File: src/rtl/core/mtq_pkg.sv
// Package for the multilevel priority task queue: sizes, status codes,
// and the command/decision structs shared between the scheduler and the top level.
// No dependencies.
package mtq_pkg;

   localparam int LEVELS      = 10;
   localparam int LEVEL_DEPTH = 32;
   localparam int TASK_BITS   = 16;

   localparam int STORE_DEPTH = LEVELS * LEVEL_DEPTH;
   localparam int ADDR_W      = $clog2(STORE_DEPTH);
   localparam int LVL_W       = (LEVELS > 1) ? $clog2(LEVELS) : 1;
   localparam int SLOT_W      = (LEVEL_DEPTH > 1) ? $clog2(LEVEL_DEPTH) : 1;
   localparam int CNT_W       = $clog2(LEVEL_DEPTH + 1);
   localparam int TOTAL_W     = $clog2(STORE_DEPTH + 1);

   // Payload widths fixed by the channel definition
   localparam int ID_W   = 16;
   localparam int PRIO_W = 4;
   localparam int STAT_W = 2;
   localparam int LEFT_W = 9;

   localparam logic ACT_ENQ = 1'b0;
   localparam logic ACT_DEQ = 1'b1;

   localparam logic [STAT_W-1:0] ST_OK    = 2'd0;
   localparam logic [STAT_W-1:0] ST_EMPTY = 2'd1;
   localparam logic [STAT_W-1:0] ST_FULL  = 2'd2;
   localparam logic [STAT_W-1:0] ST_BADPR = 2'd3;

   typedef struct packed {
      logic              fire;    // beat accepted this cycle
      logic              action;
      logic [PRIO_W-1:0] level;
   } sched_cmd_type;

   typedef struct packed {
      logic [STAT_W-1:0]  status;
      logic               wr_en;    // enqueue stores the id
      logic               rd_en;    // dequeue reads the head entry
      logic [ADDR_W-1:0]  addr;
      logic [PRIO_W-1:0]  out_level;
      logic [TOTAL_W-1:0] total;    // count after this beat
   } sched_dec_type;

endpackage

File: src/rtl/core/mtq_sched.sv
// Per-level ring pointers and counts, priority pick and store address generation.
// Depends on mtq_pkg.
module mtq_sched (
   input  logic                   clock,
   input  logic                   reset,
   input  mtq_pkg::sched_cmd_type cmd,
   output mtq_pkg::sched_dec_type dec
);
   import mtq_pkg::*;

   logic [SLOT_W-1:0] head_ff  [LEVELS];
   logic [SLOT_W-1:0] tail_ff  [LEVELS];
   logic [CNT_W-1:0]  count_ff [LEVELS];
   logic [TOTAL_W-1:0] total_ff, total_in;

   logic             bad_prio;
   logic [LVL_W-1:0] enq_q;
   logic             any_busy;
   logic [LVL_W-1:0] deq_q;
   logic [LVL_W-1:0] sel_q;
   logic [SLOT_W-1:0] sel_slot;

   function automatic logic [SLOT_W-1:0] next_slot(input logic [SLOT_W-1:0] s);
      if (s == SLOT_W'(LEVEL_DEPTH - 1)) begin
         return '0;
      end
      return s + SLOT_W'(1);
   endfunction

   // Lowest non-empty level wins
   always_comb begin
      any_busy = 1'b0;
      deq_q    = '0;
      for (int i = LEVELS - 1; i >= 0; i--) begin
         if (count_ff[i] != '0) begin
            any_busy = 1'b1;
            deq_q    = LVL_W'(i);
         end
      end
   end

   assign bad_prio = (cmd.level == '0) || (int'(cmd.level) > LEVELS);
   assign enq_q    = LVL_W'(cmd.level - PRIO_W'(1));
   assign sel_q    = (cmd.action == ACT_DEQ) ? deq_q : enq_q;
   assign sel_slot = (cmd.action == ACT_DEQ) ? head_ff[sel_q] : tail_ff[sel_q];

   always_comb begin
      dec           = '0;
      dec.addr      = ADDR_W'(ADDR_W'(sel_q) * ADDR_W'(LEVEL_DEPTH) + ADDR_W'(sel_slot));
      total_in      = total_ff;
      if (cmd.action == ACT_ENQ) begin
         if (bad_prio) begin
            dec.status = ST_BADPR;
         end else if (count_ff[enq_q] == CNT_W'(LEVEL_DEPTH)) begin
            dec.status = ST_FULL;
         end else begin
            dec.status = ST_OK;
            dec.wr_en  = cmd.fire;
            total_in   = total_ff + TOTAL_W'(1);
         end
      end else begin
         if (!any_busy) begin
            dec.status = ST_EMPTY;
         end else begin
            dec.status    = ST_OK;
            dec.rd_en     = cmd.fire;
            dec.out_level = PRIO_W'(deq_q) + PRIO_W'(1);
            total_in      = total_ff - TOTAL_W'(1);
         end
      end
      dec.total = total_in;
   end

   always_ff @(posedge clock) begin
      if (reset) begin
         total_ff <= '0;
         for (int i = 0; i < LEVELS; i++) begin
            head_ff[i]  <= '0;
            tail_ff[i]  <= '0;
            count_ff[i] <= '0;
         end
      end else begin
         if (dec.wr_en) begin
            tail_ff[enq_q]  <= next_slot(tail_ff[enq_q]);
            count_ff[enq_q] <= count_ff[enq_q] + CNT_W'(1);
            total_ff        <= total_in;
         end
         if (dec.rd_en) begin
            head_ff[deq_q]  <= next_slot(head_ff[deq_q]);
            count_ff[deq_q] <= count_ff[deq_q] - CNT_W'(1);
            total_ff        <= total_in;
         end
      end
   end

endmodule

File: config.mk
export PLATFORM = sky130hd
export DESIGN_NAME = mtq_sched
export DESIGN_NICKNAME = d
export VERILOG_FILES = /design/src/rtl/core/mtq_pkg.sv /design/src/rtl/core/mtq_sched.sv
export SDC_FILE = /design/constraint.sdc
export NUM_CORES = 1
export LEC_CHECK = 0
export BUFFER_PORTS_ARGS = -buffer_cell sky130_fd_sc_hd__buf_2
export CAP_MARGIN = 10
export CORE_MARGIN = 2
export CORE_UTILIZATION = 45
export DETAILED_ROUTE_END_ITERATION = 6
export HOLD_SLACK_MARGIN = 0.03
export PLACE_DENSITY = 0.64
export SLEW_MARGIN = 20
export SYNTH_ARGS = -nofsm -noshare
export SYNTH_HDL_FRONTEND = slang
export SYNTH_SLANG_ARGS = --single-unit
export TNS_END_PERCENT = 1
File: constraint.sdc
create_clock -name clock -period 9.4 [get_ports clock]
set_input_delay 1.88 -clock clock [delete_from_list [all_inputs] [get_ports clock]]
set_output_delay 1.88 -clock clock [all_outputs]
set_load 0.005 [all_outputs]
==> results_dict.tcl <==
set metrics [dict create \
    status "finished, final reports clean" \
    ys_warn_count 0 \
    worst_slack_ps 1320 \
    synthTopCellsByArea "edfxtp_1 53%, mux4_2 14%, nor2_1 4.9%" \
    finalHoldViolations 0 \
    grt_setup_unrepaired "no" \
    drt_wl_total_um 41300 \
    synth_seq_cells 265 \
    placed_area_um2 15100 \
    nFillCells 2724 \
    grt_pass1_wl_um 62400 \
    path_cells "buf_2, clkinv_1, ha_2, mux4_2, mux4_2, inv_1, ha_1, nand2_1, or4_1, o21ai_0, nand2b_1, a21oi_1, nand2_1, xnor2_1, buf_2" \
    cts_resized 0 \
    maxCapViolations 0 \
    clk_pin_slew_worst_paths_ps 60 \
    syn_to_final_growth_pct 10.4 \
    dp_hpwl_um 29700 \
    hold_path_end "total_ff[1]" \
    start_util 0.460 \
    synth_area_leader_cell "edfxtp_1" \
    port_buffers 33 \
    synth_area_um2 14600 \
    die_w_um 184 \
    finalClockSkew_ps 10.3 \
    start_kind "input pin" \
    setup_tns_ps 0 \
    track_usage 0.247 \
    layout_min_cycle_time_ps 8080 \
    synth_edf_count 256 \
    grt_antenna_before_repair 0 \
    antennaDiodeCount 0 \
    synth_seq_area_share 0.539 \
    antenna_left 0 \
    slowest_stage "ha_2" \
    p_per_area_nw_per_um2 180 \
    worstSkewPairLatency_ps 560 \
    core-area_um2 31700 \
    p_leak_nw 5.61 \
    grt_overflow 0 \
    max_slew_margin 0.246 \
    drt-pass1-iter-count 5 \
    stdcell_area_um2 16100 \
    worst-path-max-fanout 18 \
    postCtsSetupBuffers 0 \
    tightest_slew_ps 1120 \
    pre_cts_ws_ps 1340 \
    drc 0 \
    cpPeakStageDelay_ps 780 \
    vias_per_cell 6.30 \
    synth_top_area_frac 0.527 \
    criticalPathCategory "in -> out" \
    vias 10200 \
    seqCellArea_um2 7870 \
    syn_inst 1159 \
    hold_depth 2 \
    r2r-start "count_ff[8][1]" \
    min_period_over_period 0.860 \
    synthFlopType "edfxtp_1" \
    cts-root-buf "clkbuf_16" \
    clk_path_buf_depth 3 \
    r2r_slack_ps 3460 \
    hold_buffers 0 \
    syn_area_per_cell_um2 12.6 \
    dieArea_um2 33900 \
    drive_gt1_frac 0.189 \
    die_height_um 184 \
    slew_violations 0 \
    cts_sinks 265 \
    worst-r2r-cell-count 16 \
    min_from "total_ff[1]" \
    grt_max_degree 51 \
    cts_max_level 1 \
    critical_path.top_delay_family "multiplexers" \
    crit_buf_inv 4 \
    ir_drop_mv 0.163 \
    fin_nets 1218 \
    wl_per_cell_um 25.5 \
    cts_tree "done" \
    final_core_util 0.508 \
    drtIter0Drc 1219 \
    grt_pass1_vias 9896 \
    place_congestion 0.954 \
    synthArstFlopShare 0 \
    fmax_mhz 124 \
    multiInputGateArea_um2 6400 \
    r2r-end "head_ff[10][3]" \
    setup_viol 0 \
    yosys.cell_types.count 85 \
    holdWs_ps 567 \
    numCtsBuffers 28 \
    io_pins 34 \
    num_rows 65 \
    required_ps 7520 \
    arrival_ps 6200 \
    end_kind "primary output" \
    hp-class "reg -> reg" \
]
==> tightest hold or removal path, cell delays in order, from the launching register on <==
cell     delay [ps]
dfxtp_1         340
mux2i_1         130
nor2_1           50
==> how the worst max path moves through the flow <==
stage               slack, ps      to  depth (start not counted)   start
floorplan                1500  dec[7]                         18  cmd[0]
CTS                      1320  dec[7]                         15  cmd[0]
global route             1090  dec[7]                         15  cmd[0]
finish                   1320  dec[7]                         15  cmd[0]
global placement         1430  dec[7]                         15  cmd[0]
detailed placement       1340  dec[7]                         15  cmd[0]
==> cell families after synthesis <==
logic type | Yosys count | synth area share
adders and majority gates | 12 | 0.0103
muxes | 139 | 0.174
other | 1 | 0.000257
AOI/OAI and AO/OA | 147 | 0.0755
and+or+nand+nor | 477 | 0.155
xor gates and xnor gates | 24 | 0.0144
buffers and inverters | 94 | 0.0315
DFF | 265 | 0.539
==> through the flow <==
step | total power [mW] | cells
final | 2.90 | 1620
after global routing | 2.98 | 1620
after CTS | 2.91 | 1620
after detailed placement | 1.74 | 1570
after global placement | 1.74 | 1570
after floorplan | 1.63 | 1188
==> cells in the final DEF, fill, tap and decap left out, types with 4 or more instances in the layout <==
master and n:
or2_2 6, xnor2_1 11, nand4_1 7, edfxtp_1 256
nand2_1 115, xor2_1 12, mux4_2 91, bufinv_16 4
and2_1 13, ha_1 11, clkbuf_16 30, mux2i_1 40
and3_1 7, a211oi_1 7, clkinv_2 6, nor2_1 191
nor2b_1 5, buf_2 33, conb_1 30, nand2b_1 32
a31oi_1 9, nor3_1 24, nand3_1 39, o211ai_1 4
buf_4 9, o21ai_0 20, dfxtp_1 9, mux2_2 6
or3_1 6, a221oi_1 7, a32o_1 7, o22ai_1 7
inv_1 27, and4_1 7, a21oi_1 31, or4_1 5
nor4_2 8
==> routing by layer <==
layer	vias to the layer above	GRT usage	routed length (um)
li1	4468	-	-
met1	5105	0.353	17700
met2	533	0.382	18500
met4	0	0.0867	1500
met3	92	0.0430	3540
met5	-	0	0
==> final cells by class <==
| cell class | instances | share of cell area |
|---|---|---|
| clock buffers | 35 | 0.0490 |
| clock inverters | 15 | 0.0121 |
| inverters | 32 | 0.00777 |
| multi-input cells | 829 | 0.397 |
| flip-flops and latches | 265 | 0.488 |
| well taps | 402 | 0.0312 |
| repair buffers | 42 | 0.0144 |
==> flip-flops by register name, summed over array words and instances, names as in the netlist <==
register and cells:
count_ff 96, head_ff 80, tail_ff 80, total_ff 9
==> where the power goes <==
| part | switching [mW] | internal [mW] | leakage [nW] |
|---|---|---|---|
| sequential | 0.0362 | 1.34 | 2.65 |
| combinational | 0.207 | 0.143 | 2.47 |
| clock | 0.468 | 0.706 | 0.485 |
| total | 0.711 | 2.18 | 5.61 |
==> Yosys cell counts (all sizes together), types with 4 or more instances <==
library cell / instances
mux4: 91
o211ai: 4
xor2: 12
o22ai: 7
inv: 31
nor3: 26
nand4: 8
a21oi: 35
mux2i: 40
or3: 7
a31oi: 9
nand3: 39
a221oi: 7
and3: 7
dfxtp: 9
a21boi: 4
or2: 6
mux2: 8
and2: 13
a211oi: 12
buf: 40
ha: 12
a32o: 7
clkbuf: 22
nand2: 117
edfxtp: 256
and4: 7
nor2: 192
nand2b: 32
or4: 5
o21ai: 23
nor2b: 5
xnor2: 12
nor4: 11
No activity file was read; power rests on OpenSTA's default activity.
